==> src/rtl/lht_pkg.sv <==
// Shared types and constants for the linear-probing key table.
package lht_pkg;

	localparam int TABLE_DEPTH = 1024;
	localparam int KEY_W       = 63;
	localparam int ADDR_W      = $clog2(TABLE_DEPTH);
	localparam int SIZE_W      = ADDR_W + 1;

	localparam logic [SIZE_W-1:0] SIZE_RESET = SIZE_W'(TABLE_DEPTH);

	// Modulo unit: key bits consumed per cycle, MSB first.
	localparam int MOD_STEP  = 7;
	localparam int MOD_ITERS = (KEY_W + MOD_STEP - 1) / MOD_STEP;
	localparam int MOD_PAD_W = MOD_ITERS * MOD_STEP;
	localparam int ITER_W    = (MOD_ITERS > 1) ? $clog2(MOD_ITERS) : 1;

	typedef enum logic [1:0] {
		OP_INSERT = 2'd0,
		OP_LOOKUP = 2'd1,
		OP_REMOVE = 2'd2
	} op_t;

	typedef enum logic [1:0] {
		STAT_OK      = 2'd0,
		STAT_FULL    = 2'd1,
		STAT_MISSING = 2'd2
	} status_t;

	typedef enum logic [1:0] {
		MARK_EMPTY   = 2'd0,
		MARK_USED    = 2'd1,
		MARK_DELETED = 2'd2
	} mark_t;

	typedef enum logic [1:0] {
		S_IDLE,
		S_MOD,
		S_PROBE,
		S_DONE
	} state_t;

	typedef struct packed {
		op_t              operation;
		logic [KEY_W-1:0] key;
	} req_t;

	typedef struct packed {
		status_t           status;
		logic [ADDR_W-1:0] slot;
	} rsp_t;

	typedef struct packed {
		logic              en;
		logic [ADDR_W-1:0] addr;
	} rd_t;

	typedef struct packed {
		logic              mark_en;
		logic              key_en;
		logic [ADDR_W-1:0] addr;
		mark_t             mark;
		logic [KEY_W-1:0]  key;
	} wr_t;

endpackage

==> src/rtl/lht_ctrl.sv <==
// Request sequencer: start slot, probe walk, table update and result register.
module lht_ctrl (
	input  logic                       clk,
	input  logic                       arst_n,
	input  logic [lht_pkg::SIZE_W-1:0] table_size,
	input  logic                       req_valid,
	output logic                       req_ready,
	input  lht_pkg::req_t              req,
	output logic                       rsp_valid,
	input  logic                       rsp_ready,
	output lht_pkg::rsp_t              rsp,
	output logic                       mod_start,
	output logic [lht_pkg::KEY_W-1:0]  mod_key,
	output logic [lht_pkg::SIZE_W-1:0] mod_n,
	input  logic                       mod_done,
	input  logic [lht_pkg::ADDR_W-1:0] mod_rem,
	input  logic                       store_busy,
	output lht_pkg::rd_t               rd,
	output lht_pkg::wr_t               wr,
	input  lht_pkg::mark_t             rd_mark,
	input  logic [lht_pkg::KEY_W-1:0]  rd_key
);

	lht_pkg::state_t state_q, state_nxt;

	lht_pkg::op_t               op_q;
	logic [lht_pkg::KEY_W-1:0]  key_q;
	logic [lht_pkg::SIZE_W-1:0] n_q;
	logic [lht_pkg::ADDR_W-1:0] idx_q;
	logic [lht_pkg::ADDR_W-1:0] cnt_q;
	lht_pkg::rsp_t              res_q;
	lht_pkg::rsp_t              rsp_q;
	logic                       rsp_valid_q;

	logic                       accept;
	logic                       op_ok;
	logic [lht_pkg::SIZE_W-1:0] n_in;
	logic [lht_pkg::SIZE_W-1:0] idx_inc;
	logic [lht_pkg::ADDR_W-1:0] idx_nxt;
	logic                       last;
	logic                       finish;
	logic                       rsp_free;
	lht_pkg::rsp_t              res;

	assign req_ready = (state_q == lht_pkg::S_IDLE) && !store_busy;
	assign accept    = req_valid && req_ready;
	assign rsp_free  = !rsp_valid_q || rsp_ready;

	always_comb begin
		case (req.operation)
			lht_pkg::OP_INSERT, lht_pkg::OP_LOOKUP, lht_pkg::OP_REMOVE: op_ok = 1'b1;
			default: op_ok = 1'b0;
		endcase
	end

	// Size in use: zero acts as one, anything above the depth as the depth.
	always_comb begin
		if (table_size == '0)
			n_in = lht_pkg::SIZE_W'(1);
		else if (table_size > lht_pkg::SIZE_W'(lht_pkg::TABLE_DEPTH))
			n_in = lht_pkg::SIZE_W'(lht_pkg::TABLE_DEPTH);
		else
			n_in = table_size;
	end

	assign idx_inc = {1'b0, idx_q} + 1'b1;
	assign idx_nxt = (idx_inc == n_q) ? '0 : idx_inc[lht_pkg::ADDR_W-1:0];
	assign last    = ({1'b0, cnt_q} == n_q - 1'b1);

	// Verdict on the slot whose mark and key arrived this cycle.
	always_comb begin
		finish     = 1'b0;
		res.status = lht_pkg::STAT_MISSING;
		res.slot   = '0;
		case (op_q)
			lht_pkg::OP_INSERT: begin
				if (rd_mark != lht_pkg::MARK_USED) begin
					finish     = 1'b1;
					res.status = lht_pkg::STAT_OK;
					res.slot   = idx_q;
				end else if (last) begin
					finish     = 1'b1;
					res.status = lht_pkg::STAT_FULL;
				end
			end
			default: begin
				if (rd_mark == lht_pkg::MARK_USED && rd_key == key_q) begin
					finish     = 1'b1;
					res.status = lht_pkg::STAT_OK;
					res.slot   = idx_q;
				end else if (rd_mark == lht_pkg::MARK_EMPTY || last) begin
					finish = 1'b1;
				end
			end
		endcase
	end

	always_comb begin
		state_nxt = state_q;
		case (state_q)
			lht_pkg::S_IDLE: begin
				if (accept)
					state_nxt = op_ok ? lht_pkg::S_MOD : lht_pkg::S_DONE;
			end
			lht_pkg::S_MOD: begin
				if (mod_done)
					state_nxt = lht_pkg::S_PROBE;
			end
			lht_pkg::S_PROBE: begin
				if (finish)
					state_nxt = lht_pkg::S_DONE;
			end
			lht_pkg::S_DONE: begin
				if (rsp_free)
					state_nxt = lht_pkg::S_IDLE;
			end
			default: state_nxt = lht_pkg::S_IDLE;
		endcase
	end

	always_comb begin
		mod_start  = accept && op_ok;
		mod_key    = req.key;
		mod_n      = n_in;
		rd.en      = 1'b0;
		rd.addr    = idx_nxt;
		wr.mark_en = 1'b0;
		wr.key_en  = 1'b0;
		wr.addr    = idx_q;
		wr.mark    = lht_pkg::MARK_USED;
		wr.key     = key_q;
		case (state_q)
			lht_pkg::S_MOD: begin
				rd.en   = mod_done;
				rd.addr = mod_rem;
			end
			lht_pkg::S_PROBE: begin
				// next slot is fetched unless the walk ends here; a write only ends the walk
				rd.en = !finish;
				if (finish && res.status == lht_pkg::STAT_OK) begin
					case (op_q)
						lht_pkg::OP_INSERT: begin
							wr.mark_en = 1'b1;
							wr.key_en  = 1'b1;
						end
						lht_pkg::OP_REMOVE: begin
							wr.mark_en = 1'b1;
							wr.mark    = lht_pkg::MARK_DELETED;
						end
						default: wr.mark_en = 1'b0;
					endcase
				end
			end
			default: rd.en = 1'b0;
		endcase
	end

	always_ff @(posedge clk or negedge arst_n) begin
		if (!arst_n) begin
			state_q     <= lht_pkg::S_IDLE;
			rsp_valid_q <= 1'b0;
		end else begin
			state_q <= state_nxt;
			if (state_q == lht_pkg::S_DONE && rsp_free)
				rsp_valid_q <= 1'b1;
			else if (rsp_ready)
				rsp_valid_q <= 1'b0;
		end
	end

	always_ff @(posedge clk) begin
		if (accept) begin
			op_q         <= req.operation;
			key_q        <= req.key;
			n_q          <= n_in;
			res_q.status <= lht_pkg::STAT_MISSING;
			res_q.slot   <= '0;
		end
		if (state_q == lht_pkg::S_MOD && mod_done) begin
			idx_q <= mod_rem;
			cnt_q <= '0;
		end
		if (state_q == lht_pkg::S_PROBE) begin
			if (finish)
				res_q <= res;
			else begin
				idx_q <= idx_nxt;
				cnt_q <= cnt_q + 1'b1;
			end
		end
		if (state_q == lht_pkg::S_DONE && rsp_free)
			rsp_q <= res_q;
	end

	assign rsp_valid = rsp_valid_q;
	assign rsp       = rsp_q;

endmodule

==> config.mk <==
export PLATFORM = sky130hd
export DESIGN_NAME = lht_ctrl
export DESIGN_NICKNAME = d
export VERILOG_FILES = /design/src/rtl/lht_pkg.sv /design/src/rtl/lht_ctrl.sv
export SDC_FILE = /design/constraint.sdc
export NUM_CORES = 1
export LEC_CHECK = 0
export BUFFER_PORTS_ARGS = -buffer_cell sky130_fd_sc_hd__buf_4
export CAP_MARGIN = 20
export CORE_AREA = 2 2 128 130
export CTS_BUF_LIST = sky130_fd_sc_hd__clkbuf_8
export DETAILED_ROUTE_END_ITERATION = 7
export DIE_AREA = 0 0 130 132
export GPL_TIMING_DRIVEN = 0
export PLACE_DENSITY = 0.82
export SYNTH_ARGS = -nofsm -noshare
export SYNTH_HDL_FRONTEND = slang
export SYNTH_SLANG_ARGS = --single-unit
==> constraint.sdc <==
create_clock -name clk -period 5.9 [get_ports clk]
set_input_delay 1.18 -clock clk [delete_from_list [all_inputs] [get_ports clk]]
set_output_delay 1.18 -clock clk [all_outputs]
set_load 0.01 [all_outputs]
==> key figures, run 1 <==
Setup path
  • Crit. Startpoint: rd_key[45]
  • Most used cell along the critical path: buf_4
  • Critical Path RT: 4720 ps
  • Startpoint types: input port
  • Slowest-stage cell, CP: nor4_1
  • FF-to-FF setup slack: 2540 ps
  • Crit path DAT: 4040 ps
  • CP Capture Point: rd[10]
  • CP endpoint kind: primary output
  • Crit Path Class: input port to primary output
  • RR Startpoint: key_q[25]
  • Worst reg2reg endpoint: idx_q[7]
  • Levels on crit path: 10
  • Worst-case reg-to-reg path depth: 9
  • Crit path max-delay family: simple AND/OR/NAND/NOR gates
  • Critical Path Max Stage Delay: 630 ps
  • CP Buf/Inv Count: 3
  • Worst path cell trace: buf_4, xor2_1, nor4_1, nand4_1, or4_1, o22a_1, a31oi_1, buf_2, nor2_1, buf_4
  • Worst-path maximum fanout: 10

Yosys
  • FF+latch count, synth: 123
  • Post-synth EDFFs: 88
  • Most numerous cell in the Yosys netlist: edfxtp_1
  • Yosys cell types: 59
  • Synth top area share: 40.8%
  • Top FF cell, synth: edfxtp_1
  • Syn_area_per_cell: 11.2 µm²
  • Commonest cells in the netlist: 88 x edfxtp_1, 66 x xor2_1, 65 x buf_4
  • Async S/R FF share, synth: 2.44%
  • Cells after synthesis: 576
  • YS warnings: 0
  • Register area share after synthesis: 51.9%
  • Net Count, Synth: 741
  • Netlist Area Pre-Place: 0.00647 mm²
  • Area leader, netlist: edfxtp_1
  • Synth area leaders: edfxtp_1 41%, dfxtp_1 9.9%, xor2_1 8.9%, buf_4 7.5%, nand2_1 2.5%

Cells and area
  • Layout cells sized above 1: 47.5%
  • Layout Nets: 1093
  • Area added between synthesis and finish: 49.8%
  • Ant. Diodes: 0

Clock network
  • Clock sinks: 123
  • Worst-Skew Late Latency: 440 ps
  • Max Root-Sink Buffers: 2
  • H-tree Lvls: 4
  • Number of buffers created by CTS: 17
  • Post-CTS Setup Inserts: 0
  • CTS tree: built
  • Root buf cell: clkbuf_8
  • Post-CTS Hold Fix Bufs: 0
  • Post-CTS resize count: 0
  • Clock transition at path regs: 70 ps

Die
  • Die area: 0.0172 mm²
  • I/O pin cnt: 334
  • Die Wd: 130 µm
  • Core area: 0.0157 mm²
  • Die height: 132 µm
  • Rows: 46
  • Initial core utilization: 41.2%

Min path
  • Hold WC Path Type: register to register
  • Hold path start: res_q[11]

Placement
  • Hpwl dp: 18.1 mm
  • Routability cong.: 0.942
  • Port Buffers: 332

Routing
  • WL/cell: 19.0 µm
  • Routed WL: 21.9 mm
  • Routed Antenna Nets: 0
  • Drt pass-1 iters: 5
  • DRC: 0
  • DR iter-0 viols: 334
  • Vias: 5717
  • Vias per cell: 4.94

Timing
  • Period utilisation layout: 88.4%
  • Peak Freq: 192 MHz
  • Period minus WS final: 5220 ps
  • Clk_skew: 17.5 ps
  • Worst Tran Pin Value: 787 ps
  • Rel. slew slack: 47.5%
  • Unrepaired setup endpoints after global routing: false
  • Total Neg Setup Slack: 0 ps
  • Final Slew Violations: 0
  • Final hold vios: 0
  • Final setup vio count: 0

Pwr
  • Pwr/cell area: 331 mW/mm²
  • Worst vdd ir: 0.158 mV
  • P_leak: 4.31 nW
  • Power Total: 0.00321 W

Global route
  • Grt ovf: 0
  • Initial antenna violation count: 0
  • Largest net degree at the start of global routing: 68
  • First-pass GRT wire length: 32.5 mm
  • Vias in the first global route: 5806
  • Gr usage total: 25.6%

Run status
  • Outcome: finished, final reports clean

Flow run
  • Max_cap viols: 0
## worst register-to-register path, delay by kind of cell (launching register included)
| family | cells | cell delay (ps) |
|---|---|---|
| AND/OR/NAND/NOR | 3 | 1370 |
| AO/OA/AOI/OAI | 4 | 960 |
| flip-flops | 1 | 470 |
| XOR/XNOR | 1 | 200 |
| buffers and inverters | 1 | 300 |
## area by class of cell
class / instances / area [µm²]
clock inverter: 15 / 196
clock buffer: 17 / 234
multi-input combinational: 355 / 2490
tap: 216 / 270
inverter: 12 / 45.0
sequential: 123 / 3360
fill: 1283 / 6020
timing repair buffer: 333 / 2520
buffer: 86 / 581
## cells in the final DEF (no fill, tap or decap), types with 13 or more instances in the layout
cell type,count
nand3_1,14
nor2b_1,15
o21ai_0,14
nor4_1,20
buf_4,397
clkbuf_8,17
nor3_1,13
nor2_1,22
dfxtp_1,32
xnor2_1,18
edfxtp_1,88
xor2_1,66
inv_1,13
nand2_1,43
## stage by stage
step / instance area (µm²) / worst slack (ps) / cells / hold WS (ps) / util (%)
3_5_place_dp: 9260 / 777 / 1125 / 421 / 59.0
4_1_cts: 9690 / 770 / 1157 / 439 / 61.7
5_1_grt: 9690 / 645 / 1157 / 453 / 61.7
3_3_place_gp: 9230 / -618 / 1124 / 416 / 58.8
2_1_floorplan: 6470 / 568 / 576 / 409 / -
6_report: 9690 / 685 / 1157 / 438 / 61.7
## report_power, final
group          total, W  internal (W)  leakage (nW)  switching [W]
Sequential      0.00123       0.00111          1.11       0.000129
Combinational   0.00116      0.000566          2.99       0.000594
Clock          0.000818      0.000460         0.216       0.000357
Total           0.00321       0.00213          4.31        0.00108
## sequential cells by signal (all words and copies together), names as in the netlist
name / flops
op_q: 2
cnt_q: 10
n_q: 11
idx_q: 10
res_q: 12
key_q: 63
state_q: 2
rsp_valid: 1
rsp: 12
## per-layer routing
metal  up-vias  track usage [%]  routed length (µm)
li1       2725                -                   -
met1      2696             28.6                8160
met2       249             44.2               11200
met3        47             9.38                1890
met4         0             9.38                 719
met5         -                0                   0
## logic make-up (layout without fill, tap and decap cells)
| kind of cell | count (synthesis) | in the layout | share of synthesized area, % |
|---|---|---|---|
| AO/OA/AOI/OAI | 82 | 82 | 9.50 |
| XOR/XNOR | 86 | 86 | 12.1 |
| adder cells (fa/ha/maj) | 8 | 8 | 1.55 |
| buffers and inverters | 98 | 463 | 9.61 |
| flip-flops | 123 | 123 | 51.9 |
| multiplexers | 4 | 4 | 0.619 |
| AND/OR/NAND/NOR | 175 | 175 | 14.8 |
## how the worst min path moves through the flow
stage / slack (ps) / cells past startpoint / end
3_5_place_dp: 420 / 0 / rsp[11]
2_1_floorplan: 410 / 0 / rsp[10]
3_3_place_gp: 420 / 0 / rsp[11]
6_report: 440 / 0 / rsp[11]
5_1_grt: 450 / 0 / rsp[11]
4_1_cts: 440 / 0 / rsp[11]
Note: power is estimated with default switching activity, not from simulation.
==> run 2, diff against run 1 <==
==> config.mk (replaced) <==
export PLATFORM = sky130hd
export DESIGN_NAME = lht_ctrl
export DESIGN_NICKNAME = d
export VERILOG_FILES = /design/src/rtl/lht_pkg.sv /design/src/rtl/lht_ctrl.sv
export SDC_FILE = /design/constraint.sdc
export NUM_CORES = 1
export LEC_CHECK = 0
export CAP_MARGIN = 20
export CORE_AREA = 2 2 129 131
export DETAILED_ROUTE_END_ITERATION = 7
export DIE_AREA = 0 0 131 133
export DONT_BUFFER_PORTS = 1
export GPL_TIMING_DRIVEN = 0
export PLACE_DENSITY = 0.63
export RECOVER_POWER = 50
export SYNTH_ARGS = -nofsm -noshare
export SYNTH_HDL_FRONTEND = slang
export SYNTH_SLANG_ARGS = --single-unit
==> run 2 against run 1 <==
  * The run now ends with max-capacitance violations, max-slew violations left
  * Via count is 21% lower
  * Largest cell class unchanged
  * Die area is 1.5% higher
  * Non-clock buffer count is 332 lower
  * Critical path depth is 2 lower
  * Count of clock-buffer cells in the layout stayed put
  * Sequential power is 7% higher
  * Clock power is 22% higher
  * Register-to-register slack worse by 460 ps
  * Total power is 4.2% lower
  * Highest routed layer unchanged
  * Clock skew is 2.0 ps lower
==> key figures, run 2 (synthesis gave the netlist of run 1 again) <==
Clock network
  • Post-CTS Setup Inserts: 0 (unchanged)
  • Max Root-Sink Buffers: 2 (unchanged)
  • Worst-Skew Late Latency: 420 ps (-20 ps)
  • Post-CTS Hold Fix Bufs: 0 (unchanged)
  • Clock sinks: 123 (unchanged)
  • Root buf cell: clkbuf_16
  • Number of buffers created by CTS: 17 (unchanged)
  • CTS tree: built
  • Clock transition at path regs: 60 ps (about the same)
  • Post-CTS resize count: 0 (unchanged)
  • H-tree Lvls: 4 (unchanged)

Die
  • Initial core utilization: 40.0% (-1.2 points)
  • I/O pin cnt: 334 (unchanged)
  • Core area: 0.0162 mm² (+2.9%)
  • Die Wd: 131 µm (+0.77%)
  • Die area: 0.0174 mm² (+1.5%)
  • Die height: 133 µm (+0.76%)
  • Rows: 47 (+2.2%)

Cells and area
  • Post-route cell area: 0.00733 mm² (-24%)
  • Layout cells sized above 1: 18.7% (-29 points)
  • Most frequent cells in the layout: 88 x edfxtp_1, 66 x xor2_1, 65 x buf_4
  • Most common cell after layout, fill and taps aside: edfxtp_1
  • Area added between synthesis and finish: 13.3%
  • Layout Nets: 761 (-30%)
  • Fillcell total: 1499 (+17%)
  • Final Non-Filler Cells: 829 (-28%)
  • Biggest register: key_q
  • Max FFs per register: 63 (unchanged)
  • Ant. Diodes: 0 (unchanged)

Pwr
  • Power Total: 0.00308 W (-4.2%)
  • P_leak: 2.74 nW (-36%)
  • Pwr/cell area: 420 mW/mm² (+27%)
  • Worst vdd ir: 0.198 mV (+25%)

Timing
  • Worst Tran Pin Value: 2170 ps (+1380 ps)
  • PnR worst setup slack: 912 ps (+228 ps)
  • Final setup vio count: 0 (unchanged)
  • Period minus WS final: 4990 ps (-228 ps)
  • Unrepaired setup endpoints after global routing: false
  • Peak Freq: 200 MHz (+4.6%)
  • Period utilisation layout: 84.5% (-3.9 points)
  • Final hold vios: 0 (unchanged)
  • Clk_skew: 15.5 ps (-2.03 ps)
  • Rel. slew slack: -44.8% (-92 points)
  • Final Slew Violations: 37 (+37)
  • Hold slack: 434 ps (-3.41 ps)

Placement
  • Routability cong.: 0.944 (+0.30%)
  • Hpwl dp: 16.6 mm (-8.4%)
  • Placed Area: 0.00677 mm² (-27%)
  • Port Buffers: 0 (-100%)
  • Pre-CTS setup slack: 872 ps (+95.0 ps)
  • Post-Place Cells: 797 (-29%)

Run status
  • Outcome: finished, violations left
  • Violated checks: max-capacitance violations, max-slew violations

Global route
  • Vias in the first global route: 4607 (-21%)
  • Grt ovf: 0 (unchanged)
  • Largest net degree at the start of global routing: 45 (-34%)
  • Initial antenna violation count: 0 (unchanged)
  • Gr usage total: 23.2% (-2.3 points)
  • First-pass GRT wire length: 29.2 mm (-10%)

Setup path
  • Startpoint types: input port
  • CP endpoint kind: primary output
  • Critical Path RT: 4720 ps (about the same)
  • Worst-path maximum fanout: 10 (unchanged)
  • Crit path DAT: 3810 ps (-230 ps)
  • Crit Path Class: input port to primary output

Routing
  • Routed WL: 20.3 mm (-7.6%)
  • Drt pass-1 iters: 5 (unchanged)
  • DR iter-0 viols: 216 (-35%)
  • Vias: 4543 (-21%)
  • WL/cell: 24.4 µm (+29%)
  • Routed Antenna Nets: 0 (unchanged)
  • DRC: 0 (unchanged)
  • Vias per cell: 5.48 (+11%)

Flow run
  • Max_cap viols: 1 (+1)

Min path
  • Hold WC Path Type: register to register
run 2: worst paths after layout:
path                            start    endpoint  slack [ps]  depth (start not counted)
setup / recovery           rd_key[59]      rd[10]         910                          8
hold / removal               res_q[7]      rsp[7]         430                          0
setup reg to reg           state_q[1]  state_q[1]        2080                          9
hold reg to reg              res_q[7]      rsp[7]         430                          0
max in group asynchronous      arst_n  state_q[1]        5380                          0
min in group asynchronous      arst_n  state_q[0]         450                          0
run 2: worst max-delay path, stage by stage:
cell	delay (ps)
xor2_1	170
nor4_1	590
nand4_1	170
or4_1	600
o22a_1	320
a31oi_1	320
buf_2	290
nor2_1	150
run 2: area by class of cell:
| class | count | area (µm²) | share of cell area, % |
|---|---|---|---|
| Buffer | 86 | 577 | 7.87 |
| Timing Repair Buffer | 1 | 20.0 | 0.273 |
| Tap cell | 220 | 275 | 3.76 |
| Clock buffer | 17 | 425 | 5.80 |
| Multi-Input combinational cell | 355 | 2490 | 34.0 |
| Sequential cell | 123 | 3360 | 45.8 |
| Inverter | 12 | 45.0 | 0.615 |
| Clock inverter | 15 | 139 | 1.89 |
run 2: where the power goes:
part	total (W)	switching (W)	internal, W	leakage [nW]
sequential	0.00131	0.000203	0.00111	1.11
clock	0.00100	0.000418	0.000584	0.260
combinational	0.000761	0.000459	0.000301	1.37
run 2: layer usage:
layer / vias up / global-route usage [%] / part of all wire [%]
met1: 2198 / 27.7 / 39
met2: 249 / 35.8 / 48
met5: - / 0 / 0
met3: 38 / 10.6 / 10
met4: 0 / 10.5 / 3.5
li1: 2058 / - / -
run 2: through the flow:
stage	TNS [ps]	util (%)
2_1_floorplan	0	-
3_3_place_gp	-611	41.7
3_5_place_dp	0	41.9
4_1_cts	0	45.3
5_1_grt	0	45.3
6_report	0	45.3
