## src/rtl/lht_pkg.sv

```systemverilog
// Shared types and constants for the linear-probing key table.
package lht_pkg;

	localparam int TABLE_DEPTH = 1024;
	localparam int KEY_W       = 63;
	localparam int ADDR_W      = $clog2(TABLE_DEPTH);
	localparam int SIZE_W      = ADDR_W + 1;

	localparam logic [SIZE_W-1:0] SIZE_RESET = SIZE_W'(TABLE_DEPTH);

	// Modulo unit: key bits consumed per cycle, MSB first.
	localparam int MOD_STEP  = 7;
	localparam int MOD_ITERS = (KEY_W + MOD_STEP - 1) / MOD_STEP;
	localparam int MOD_PAD_W = MOD_ITERS * MOD_STEP;
	localparam int ITER_W    = (MOD_ITERS > 1) ? $clog2(MOD_ITERS) : 1;

	typedef enum logic [1:0] {
		OP_INSERT = 2'd0,
		OP_LOOKUP = 2'd1,
		OP_REMOVE = 2'd2
	} op_t;

	typedef enum logic [1:0] {
		STAT_OK      = 2'd0,
		STAT_FULL    = 2'd1,
		STAT_MISSING = 2'd2
	} status_t;

	typedef enum logic [1:0] {
		MARK_EMPTY   = 2'd0,
		MARK_USED    = 2'd1,
		MARK_DELETED = 2'd2
	} mark_t;

	typedef enum logic [1:0] {
		S_IDLE,
		S_MOD,
		S_PROBE,
		S_DONE
	} state_t;

	typedef struct packed {
		op_t              operation;
		logic [KEY_W-1:0] key;
	} req_t;

	typedef struct packed {
		status_t           status;
		logic [ADDR_W-1:0] slot;
	} rsp_t;

	typedef struct packed {
		logic              en;
		logic [ADDR_W-1:0] addr;
	} rd_t;

	typedef struct packed {
		logic              mark_en;
		logic              key_en;
		logic [ADDR_W-1:0] addr;
		mark_t             mark;
		logic [KEY_W-1:0]  key;
	} wr_t;

endpackage

```

## src/rtl/lht_mod.sv

```systemverilog
// Multi-cycle key modulo table size unit, several remainder steps per cycle.
module lht_mod (
	input  logic                       clk,
	input  logic                       arst_n,
	input  logic                       start,
	input  logic [lht_pkg::KEY_W-1:0]  key,
	input  logic [lht_pkg::SIZE_W-1:0] n,
	output logic                       done,
	output logic [lht_pkg::ADDR_W-1:0] rem
);

	logic                          busy_q;
	logic                          done_q;
	logic [lht_pkg::ITER_W-1:0]    iter_q;
	logic [lht_pkg::MOD_PAD_W-1:0] sh_q;
	logic [lht_pkg::ADDR_W-1:0]    r_q;
	logic [lht_pkg::ADDR_W-1:0]    r_nxt;

	// Restoring remainder: r < n always, so {r,bit} < 2n and one subtract suffices.
	always_comb begin
		logic [lht_pkg::SIZE_W-1:0] t;
		r_nxt = r_q;
		for (int s = 0; s < lht_pkg::MOD_STEP; s++) begin
			t = {r_nxt, sh_q[lht_pkg::MOD_PAD_W-1-s]};
			if (t >= n)
				t = t - n;
			r_nxt = t[lht_pkg::ADDR_W-1:0];
		end
	end

	always_ff @(posedge clk or negedge arst_n) begin
		if (!arst_n) begin
			busy_q <= 1'b0;
			done_q <= 1'b0;
			iter_q <= '0;
		end else begin
			done_q <= !start && busy_q &&
				(iter_q == lht_pkg::ITER_W'(lht_pkg::MOD_ITERS - 1));
			if (start) begin
				busy_q <= 1'b1;
				iter_q <= '0;
			end else if (busy_q) begin
				iter_q <= iter_q + 1'b1;
				if (iter_q == lht_pkg::ITER_W'(lht_pkg::MOD_ITERS - 1))
					busy_q <= 1'b0;
			end
		end
	end

	always_ff @(posedge clk) begin
		if (start) begin
			sh_q <= lht_pkg::MOD_PAD_W'(key);
			r_q  <= '0;
		end else if (busy_q) begin
			sh_q <= sh_q << lht_pkg::MOD_STEP;
			r_q  <= r_nxt;
		end
	end

	assign done = done_q;
	assign rem  = r_q;

endmodule

```

## config.mk

```make
export PLATFORM = sky130hd
export DESIGN_NAME = lht_mod
export DESIGN_NICKNAME = d
export VERILOG_FILES = /design/src/rtl/lht_pkg.sv /design/src/rtl/lht_mod.sv
export SDC_FILE = /design/constraint.sdc
export NUM_CORES = 1
export LEC_CHECK = 0
export BUFFER_PORTS_ARGS = -buffer_cell sky130_fd_sc_hd__clkbuf_2
export CORE_ASPECT_RATIO = 2
export CORE_MARGIN = 2
export CORE_UTILIZATION = 45
export CTS_CLUSTER_DIAMETER = 30
export DETAILED_ROUTE_END_ITERATION = 8
export GPL_ROUTABILITY_DRIVEN = 0
export PLACE_DENSITY = 0.64
export REMOVE_ABC_BUFFERS = 1
export SLEW_MARGIN = 15
export SYNTH_ARGS = -nofsm -noshare
export SYNTH_HDL_FRONTEND = slang
export SYNTH_SLANG_ARGS = --single-unit
```

## constraint.sdc

```tcl
create_clock -name clk -period 13.5 [get_ports clk]
set_input_delay 1.35 -clock clk [delete_from_list [all_inputs] [get_ports clk]]
set_output_delay 1.35 -clock clk [all_outputs]
set_load 0.005 [all_outputs]
```

==> results.md, run 1 <==
- WHS Endpoint: sh_q[46]
- Crit end category: flop
- R2r startpoint: sh_q[62]
- Worst path slowest cell: o41ai_2
- Most common cell after layout, fill and taps aside: buf_4
- Flop2flop setup slack: 0.87 ns
- Skew final: 0.00600 ns
- Final antenna-violating net count: 0
- Worst path most repeated cell: buf_4
- Crit path largest cell delay: 0.52 ns
- Primary FF master, synth: edfxtp_1
- Vias in the first global route: 7489
- Max FO, Critical Path: 12
- Clock tree from TritonCTS: built
- Clk_lat worst skew: 0.34 ns
- WP data required: 13.72 ns
- Share of flip-flops with an asynchronous set or reset: 0.0759
- Routed Wire Length: 23800 um
- Gr usage total: 0.261
- Largest net degree at the start of global routing: 75
- Reg2reg end: rem[9]
- Post-placement cell count: 1242
- Initial antenna violation count: 0
- DR iter-0 viols: 357
- Hold_sp: sh_q[39]
- First-pass GRT wire length: 36500 um
- Status: complete, no violations
- Hold WC Path Type: reg2reg
- Worst Tran Pin Value: 0.836 ns
- Buffers on Ports: 87
- WP data arrival: 13.48 ns
- Most frequent cells in the layout: 186 x buf_4, 86 x clkbuf_2, 70 x ha_1
- Relative slew margins: 0.443
- Initial Util: 0.457
- Hpwl dp: 18000 um
- Slew Viols, Final: 0
- Yosys reg bits: 79
- Clock slew at reported path FFs: 0.06 ns
- YS warnings: 0
- P&R area growth vs syn: 37.1%
- Core area: 0.0166 mm^2
- Crit path launch: n[4]
- Post-synthesis sequential area ratio: 0.296
- Max_cap viols: 0
- Reg2reg path depth: 59
- Total grt overflow: 0
- Number of clock sinks: 79
- Period utilization: 0.982
- Layout cells sized above 1: 0.415
- Deepest clock path buffer count: 2
- Syn Area/Cell: 9.53 um^2
- Die ar.: 0.0180 mm^2
- Number of synthesized flops with an enable pin: 63
- H-tree levels: 3
- Fmax: 0.0754 GHz
- Via-to-Cell Ratio: 5.75
- DRC Markers: 0
- Post-synthesis cell count: 796
- Die H: 188 um
- Die W: 95.8 um
- Period minus WS final: 13.26 ns
- Post-Syn Area: 0.00758 mm^2
- Hold Path Depth: 1
- Rows: 67
- Via count: 7313
- CTS Buf Count: 9
- Wire per inst: 18.7 um
- Startpoint Class: input pin
- Drt pass-1 iters: 5
- Root Buffer: clkbuf_16
- # IOs: 88
- Net count, final: 1222
- Synth cell types: 77
- Final Non-Filler Cells: 1271
- Crit Path Category: in2reg
- Diodes inserted: 0
- Setup violations, final: 0
- Final Hold Viols: 0
[cell usage after synthesis, drive strengths merged (5+ instances only)]
cell type | number | share of area
ha | 79 | 0.13
mux2 | 69 | 0.10
edfxtp | 63 | 0.25
nor2 | 59 | 0.029
o21ai | 49 | 0.033
inv | 47 | 0.023
a21oi | 46 | 0.030
nand2 | 40 | 0.020
xnor2 | 31 | 0.036
nor3 | 22 | 0.015
a21o | 20 | 0.020
nor2b | 19 | 0.016
o21a | 18 | 0.018
nand2b | 17 | 0.014
xor2 | 16 | 0.018
a211oi | 12 | 0.012
clkbuf | 12 | 0.0059
nand4 | 12 | 0.0099
buf | 10 | 0.0069
dfxtp | 10 | 0.026
and2 | 9 | 0.0074
mux2i | 9 | 0.014
o211ai | 9 | 0.0096
a31oi | 7 | 0.0058
fa | 7 | 0.018
a211o | 6 | 0.0069
a21boi | 6 | 0.0059
dfrtp | 6 | 0.020
o21bai | 6 | 0.0059
o31a | 6 | 0.0069
o31ai | 6 | 0.0059
o211a | 5 | 0.0066
or2 | 5 | 0.0041
[cells by family after synthesis]
family / Yosys count / synth area share
AND/OR/NAND/NOR: 201 / 0.131
AO/OA/AOI/OAI: 236 / 0.217
adder cells (fa/ha/maj): 86 / 0.149
buffers and inverters: 69 / 0.0361
XOR/XNOR: 47 / 0.0543
flip-flops: 79 / 0.296
multiplexers: 78 / 0.117
[how the worst max path moves through the flow]
stage | to | slack [ns] | depth (start not counted)
after detailed placement | rem[0] | -1.15 | 57
after CTS | rem[0] | 0.04 | 60
after floorplan | rem[0] | -0.22 | 56
after global routing | rem[9] | -0.19 | 61
final | rem[9] | 0.24 | 59
after global placement | rem[0] | -0.93 | 57
[metal layers]
| metal | share of wire | global-route usage | wire length, um |
|---|---|---|---|
| met1 | 0.39 | 0.311 | 9280 |
| met2 | 0.50 | 0.441 | 11800 |
| met3 | 0.051 | 0.0422 | 1210 |
| met4 | 0.061 | 0.132 | 1450 |
| met5 | 0 | 0 | 0 |
[flip-flops by register name, summed over array words and instances, names as in the netlist]
signal,cells
iter_q,4
rem,10
busy_q,1
sh_q,63
done,1
[timing repair]
action | in CTS | in global routing
setup endpoints to repair | 10 | 10
buffers inserted | 0 | 13
pin swaps | 0 | 31
hold buffers | 0 | 0
gates resized for setup | 14 | 88
[through the flow]
| step | instance area [um^2] | worst slack, ns | setup TNS [ns] | util | hold slack (ns) |
|---|---|---|---|---|---|
| floorplan | 7480 | -0.223 | -0.890 | - | 0.504 |
| global placement | 9500 | -0.926 | -8.61 | 0.572 | 0.526 |
| detailed placement | 9500 | -1.15 | -10.89 | 0.572 | 0.534 |
| CTS | 9850 | 0.0394 | 0 | 0.594 | 0.549 |
| global route | 10400 | -0.187 | -1.38 | 0.626 | 0.553 |
| finish | 10400 | 0.241 | 0 | 0.626 | 0.547 |
[area by class of cell]
type | count | area (um^2)
multi-input combinational | 648 | 5560
tap | 207 | 259
clock inverter | 7 | 80.1
fill | 1374 | 6200
clock buffer | 9 | 225
sequential | 79 | 2240
inverter | 47 | 176
timing repair buffer | 274 | 1850
[critical path, delay by kind of cell]
family / cells / cell delay (ns)
muxes: 2 / 0.65
AOI/OAI and AO/OA: 22 / 4.88
adders and majority gates: 7 / 2.15
buffers and inverters: 10 / 1.37
and+or+nand+nor: 18 / 3.09
Power of run 1 is left out: the tool's default activity adds up to more than one toggle a clock period on the data nets, which glitch-free logic cannot reach.
==> inputs of run 2 (changes only) <==
Settings changed: CELL_PAD_IN_SITES_DETAIL_PLACEMENT from default to 1, CELL_PAD_IN_SITES_GLOBAL_PLACEMENT from default to 1, CORE_UTILIZATION 45 to 42, PLACE_DENSITY 0.64 to default, PLACE_DENSITY_LB_ADDON from default to 0.3.
==> run 2 against run 1 <==
Compared with the run above: the flow now stops in global routing; area after synthesis did not move; synthesized cell count is the same.
==> results.md, run 2 <==
- CTS Buf Count: 9
- Die W: 99.0 um
- Top post-synthesis cells by count: 79 x ha_1, 68 x mux2_2, 63 x edfxtp_1
- Status: stopped before the end
- Total grt overflow: 9
- Run Error: [ERROR GRT-0232] Routing congestion too high. Check the congestion heatmap in the GUI.
- Post-Syn Area: 0.00758 mm^2
- H-tree levels: 3
- Gr usage total: 0.610
- Cell taking the most area after synthesis: edfxtp_1
- Synth cell types: 77
- DP Worst Slack: -1.15 ns
- Largest net degree at the start of global routing: 74
- # IOs: 88
- Post-placement cell count: 1354
- Post-synthesis cell count: 796
- Primary FF master, synth: edfxtp_1
- Number of synthesized flops with an enable pin: 63
- Die H: 194 um
- Hpwl dp: 26100 um
- Post-synthesis sequential area ratio: 0.296
- Deepest clock path buffer count: 2
- Rows: 69
- GR repair worst EP: rem[9]$_SDFFE_PP0P_/D
- Syn Area/Cell: 9.53 um^2
- Yosys reg bits: 79
- Top-area cell type share of the netlist area: 0.250
- Kind of the worst endpoint: register data pin
- Buffers on Ports: 87
- Share of flip-flops with an asynchronous set or reset: 0.0759
- Root Buffer: clkbuf_16
- Initial Util: 0.428
- Synth area leaders: edfxtp_1 25%, ha_1 13%, mux2_2 10%
- Number of clock sinks: 79
- Failing step: global routing
- Most frequent cell after synthesis: ha_1
- YS warnings: 0
-- run 2: cell families after synthesis --
| kind of cell | share of synthesized area |
|---|---|
| AOI/OAI and AO/OA | 0.217 |
| muxes | 0.117 |
| xor gates and xnor gates | 0.0543 |
| DFF | 0.296 |
| adders and majority gates | 0.149 |
| and+or+nand+nor | 0.131 |
| buffers and inverters | 0.0361 |
-- run 2: timing repair --
item,in CTS
gates resized for setup,81
pin swaps,25
setup endpoints to repair,10
setup buffers,14
hold buffers,0
-- run 2: layer usage --
layer,global-route usage,overflow
met1,0.624,0
met2,0.875,3
met3,0.271,0
met4,0.634,6
met5,0.0239,0
-- run 2: through the flow --
step | hold slack (ns) | cell area (um^2)
4_1_cts | 0.558 | 11100
3_5_place_dp | 0.535 | 10300
2_1_floorplan | 0.504 | 7480
3_3_place_gp | 0.526 | 10300
==> inputs of run 3 (changes only) <==
Settings changed: CELL_PAD_IN_SITES_DETAIL_PLACEMENT 1 to default, CELL_PAD_IN_SITES_GLOBAL_PLACEMENT 1 to default, CORE_ASPECT_RATIO 2 to default, CORE_UTILIZATION 42 to 30, CTS_CLUSTER_DIAMETER 30 to default, PLACE_DENSITY_LB_ADDON 0.3 to 0.15.
Clock period 13.5 ns to 17.6 ns, I/O delays scaled along.
==> run 3 against run 2 <==
Compared with the run above: the flow now finishes without violations.
==> results.md, run 3 (synthesized netlist as in run 1, its figures left out) <==
- Crit path largest cell delay: 0.57 ns
- Die H: 163 um
- Largest net degree at the start of global routing: 64
- Slew Viols, Final: 0
- Initial Util: 0.304
- WP data required: 17.84 ns
- DRC Markers: 0
- Fmax: 0.0609 GHz
- Routed Wire Length: 21900 um
- Deepest clock path buffer count: 2
- Skew final: 0.00608 ns
- Setup violations, final: 0
- Most frequent cells in the layout: 86 x clkbuf_2, 79 x ha_1, 68 x mux2_2
- Hpwl dp: 16900 um
- Clock slew at reported path FFs: 0.06 ns
- Crit end category: flop
- Routed wl met3: 1150 um
- CTS Buf Count: 9
- Largest Register: sh_q
- Rows: 58
- Clock tree from TritonCTS: built
- Max_cap viols: 0
- WP data arrival: 16.65 ns
- Root Buffer: clkbuf_16
- Period minus WS final: 16.41 ns
- Most common cell after layout, fill and taps aside: clkbuf_2
- Total grt overflow: 0
- Number of clock sinks: 79
- Via count: 6360
- Net count, final: 1046
- P&R area growth vs syn: 14.6%
- H-tree levels: 3
- Layout cells sized above 1: 0.224
- Setup tns final: 0 ns
- Final Hold Viols: 0
- Die W: 163 um
- Highest metal used: met4
- Status: complete, no violations
- Final antenna-violating net count: 0
- Worst path slowest cell: o21ai_0
- DR iter-0 viols: 393
- Hold WC Path Type: reg2reg
- Via-to-Cell Ratio: 5.22
- Startpoint Class: input pin
- Die ar.: 0.0266 mm^2
- RSZ-0062 raised after global routing: false
- Worst Tran Pin Value: 0.945 ns
- Relative slew margins: 0.368
- Wire length on met2: 9520 um
- First-pass GRT wire length: 34500 um
- Gr usage total: 0.168
- Buffers on Ports: 87
- Initial antenna violation count: 0
- Max FO, Critical Path: 12
- Diodes inserted: 0
- Drt pass-1 iters: 4
- Crit Path Category: in2reg
- Wire per inst: 18.0 um
- Max reg flops: 63
- Vias in the first global route: 6199
- Fin util: 0.348
- Worst path most repeated cell: ha_1
- Period utilization: 0.932
- Met1 Wirelength: 10600 um
- # IOs: 88
- Core area: 0.0250 mm^2
- Clk_lat worst skew: 0.34 ns
[run 3: metrics by stage]
stage	hold WS (ns)	instances	instance area [um^2]	setup slack [ns]
after floorplan	0.504	774	7480	3.47
after global placement	0.528	1202	8420	0.729
after detailed placement	0.534	1202	8420	0.698
after CTS	0.549	1218	8690	0.976
after global routing	0.557	1218	8690	0.0268
final	0.545	1218	8690	1.19
[run 3: area by class of cell]
cell class | count | area [um^2]
flip-flops and latches | 79 | 2240
multi-input cells | 648 | 5070
well taps | 330 | 413
repair buffers | 98 | 518
clock buffers | 10 | 229
inverters | 47 | 176
fillers | 2591 | 16300
clock inverters | 6 | 45.0
[run 3: worst max-delay path, delay by kind of cell]
kind                       cells  cell delay, ns
xor gates and xnor gates       1            0.22
adders and majority gates      7            2.56
muxes                          1            0.25
and+or+nand+nor                9            2.12
buffers and inverters          6            1.02
AOI/OAI and AO/OA             33            8.64
[run 3: repair_timing]
item,CTS,global route
setup buffers,0,0
resized for setup,0,1
endpoints found under the setup margin,0,7
hold buffers,0,0
[run 3: path summary, 6_finish.rpt]
check | start | slack (ns) | endpoint | depth (start not counted)
max in group asynchronous | arst_n | 16.20 | iter_q[0] | 1
max reg2reg | sh_q[62] | 2.51 | rem[5] | 58
max | n[1] | 1.19 | rem[5] | 57
min | iter_q[3] | 0.55 | iter_q[3] | 2
min in group asynchronous | arst_n | 1.24 | iter_q[2] | 1
min reg2reg | iter_q[3] | 0.55 | iter_q[3] | 2
[run 3: per-layer routing]
metal | GRT usage | vias up
li1 | - | 3174
met1 | 0.231 | 3001
met2 | 0.260 | 151
met3 | 0.0362 | 34
met4 | 0.0579 | 0
met5 | 0 | -
Power of run 3 is left out for the same reason.
==> inputs of run 4 (changes only) <==
Settings changed: BUFFER_PORTS_ARGS -buffer_cell sky130_fd_sc_hd__clkbuf_2 to default, DONT_BUFFER_PORTS from default to 1, TNS_END_PERCENT from default to 50.
==> run 4 against run 3 <==
Compared with the run above: utilization shrank 1.6 points; routed wire length grew 0.12%; die area is the same; highest routed layer is now met5.
==> results.md, run 4 (synthesized netlist as in run 1, its figures left out) <==
- Status: complete, no violations
- Rows: 58
- Setup bufs post-CTS: 0
- Crit path largest cell delay: 0.63 ns
- Max FO, Critical Path: 18
- Worst path slowest cell: a41o_1
- Slew Viols, Final: 0
- Initial Util: 0.304
- Net count, final: 958
- Via count: 6044
- Initial antenna violation count: 4
- Dpl cell area: 0.00797 mm^2
- Root Buffer: clkbuf_16
- Buffers on Ports: 0
- Deepest clock path buffer count: 2
- Die ar.: 0.0266 mm^2
- Final Hold Viols: 0
- Final antenna-violating net count: 0
- P&R area growth vs syn: 9.26%
- Hpwl dp: 16800 um
- Routed Wire Length: 21900 um
- Max_cap viols: 0
- DR iter-0 viols: 309
- WP data arrival: 16.35 ns
- Most frequent cells in the layout: 79 x ha_1, 68 x mux2_2, 63 x edfxtp_1
- Gr usage total: 0.168
- Skew final: 0.00577 ns
- Crit Path Category: in2reg
- # IOs: 88
- Fin util: 0.332
- Largest Register: sh_q
- DRC Markers: 0
- Vias in the first global route: 5924
- Fmax: 0.0622 GHz
- CTS Buf Count: 9
- Period minus WS final: 16.08 ns
- Period utilization: 0.914
- Wire per inst: 19.4 um
- WP data required: 17.86 ns
- Setup tns final: 0 ns
- H-tree levels: 3
- Hold WC Path Type: reg2reg
- Max reg flops: 63
- Most common cell after layout, fill and taps aside: ha_1
- Clock slew at reported path FFs: 0.07 ns
- Setup violations, final: 0
- R2r startpoint: sh_q[62]
- Number of clock sinks: 79
- Drt pass-1 iters: 4
- Hold_sp: sh_q[18]
- Clock tree from TritonCTS: built
- Largest net degree at the start of global routing: 75
- Worst path most repeated cell: ha_1
- Via-to-Cell Ratio: 5.35
- Startpoint Class: input pin
- Final Cell Area: 0.00828 mm^2
- Crit end category: flop
- Relative slew margins: 0.360
- First-pass GRT wire length: 33800 um
- Crit path launch: n[1]
- Diodes inserted: 0
- Die H: 163 um
- Layout cells sized above 1: 0.143
- Hold-fix buffers at CTS: 0
- Die W: 163 um
- Total grt overflow: 0
- Clk_lat worst skew: 0.34 ns
- PostCTS Resize Cnt: 0
- Core area: 0.0250 mm^2
- Worst Tran Pin Value: 0.947 ns
- RSZ-0062 raised after global routing: false
-- run 4: path summary, 6_finish.rpt --
| path | to | slack, ns | cells past startpoint |
|---|---|---|---|
| setup / recovery | rem[0] | 1.52 | 54 |
| hold / removal | sh_q[25] | 0.55 | 1 |
| setup reg to reg | rem[0] | 2.61 | 56 |
| hold reg to reg | sh_q[25] | 0.55 | 1 |
| max in group asynchronous | done | 16.42 | 0 |
| min in group asynchronous | iter_q[2] | 1.11 | 0 |
-- run 4: through the flow --
step / hold WS (ns) / std cells / setup slack [ns]
after floorplan: 0.504 / 774 / 3.47
after global placement: 0.530 / 1114 / 0.976
after detailed placement: 0.532 / 1114 / 0.768
after CTS: 0.549 / 1130 / 1.08
after global routing: 0.555 / 1130 / 0.156
final: 0.546 / 1130 / 1.52
-- run 4: worst max-delay path: cells and delay by family --
kind	cells	cell delay (ns)
multiplexers	2	0.63
AO/OA/AOI/OAI	29	7.74
buffers and inverters	4	0.65
AND/OR/NAND/NOR	12	3.23
adder cells (fa/ha/maj)	7	2.28
-- run 4: area by class of cell --
| type | instances | area (um^2) |
|---|---|---|
| clock buffer | 10 | 239 |
| tap | 330 | 413 |
| fill | 2605 | 16700 |
| inverter | 47 | 176 |
| clock inverter | 6 | 66.3 |
| multi-input combinational | 648 | 5070 |
| sequential | 79 | 2240 |
| timing repair buffer | 10 | 75.1 |
-- run 4: routing by layer --
layer | track usage | wire, um | vias to the layer above
met5 | 0 | 40 | -
met4 | 0.0430 | 407 | 6
met3 | 0.0418 | 1170 | 25
met2 | 0.270 | 10000 | 131
met1 | 0.225 | 10300 | 2873
li1 | - | - | 3009
Power of run 4 is left out for the same reason.
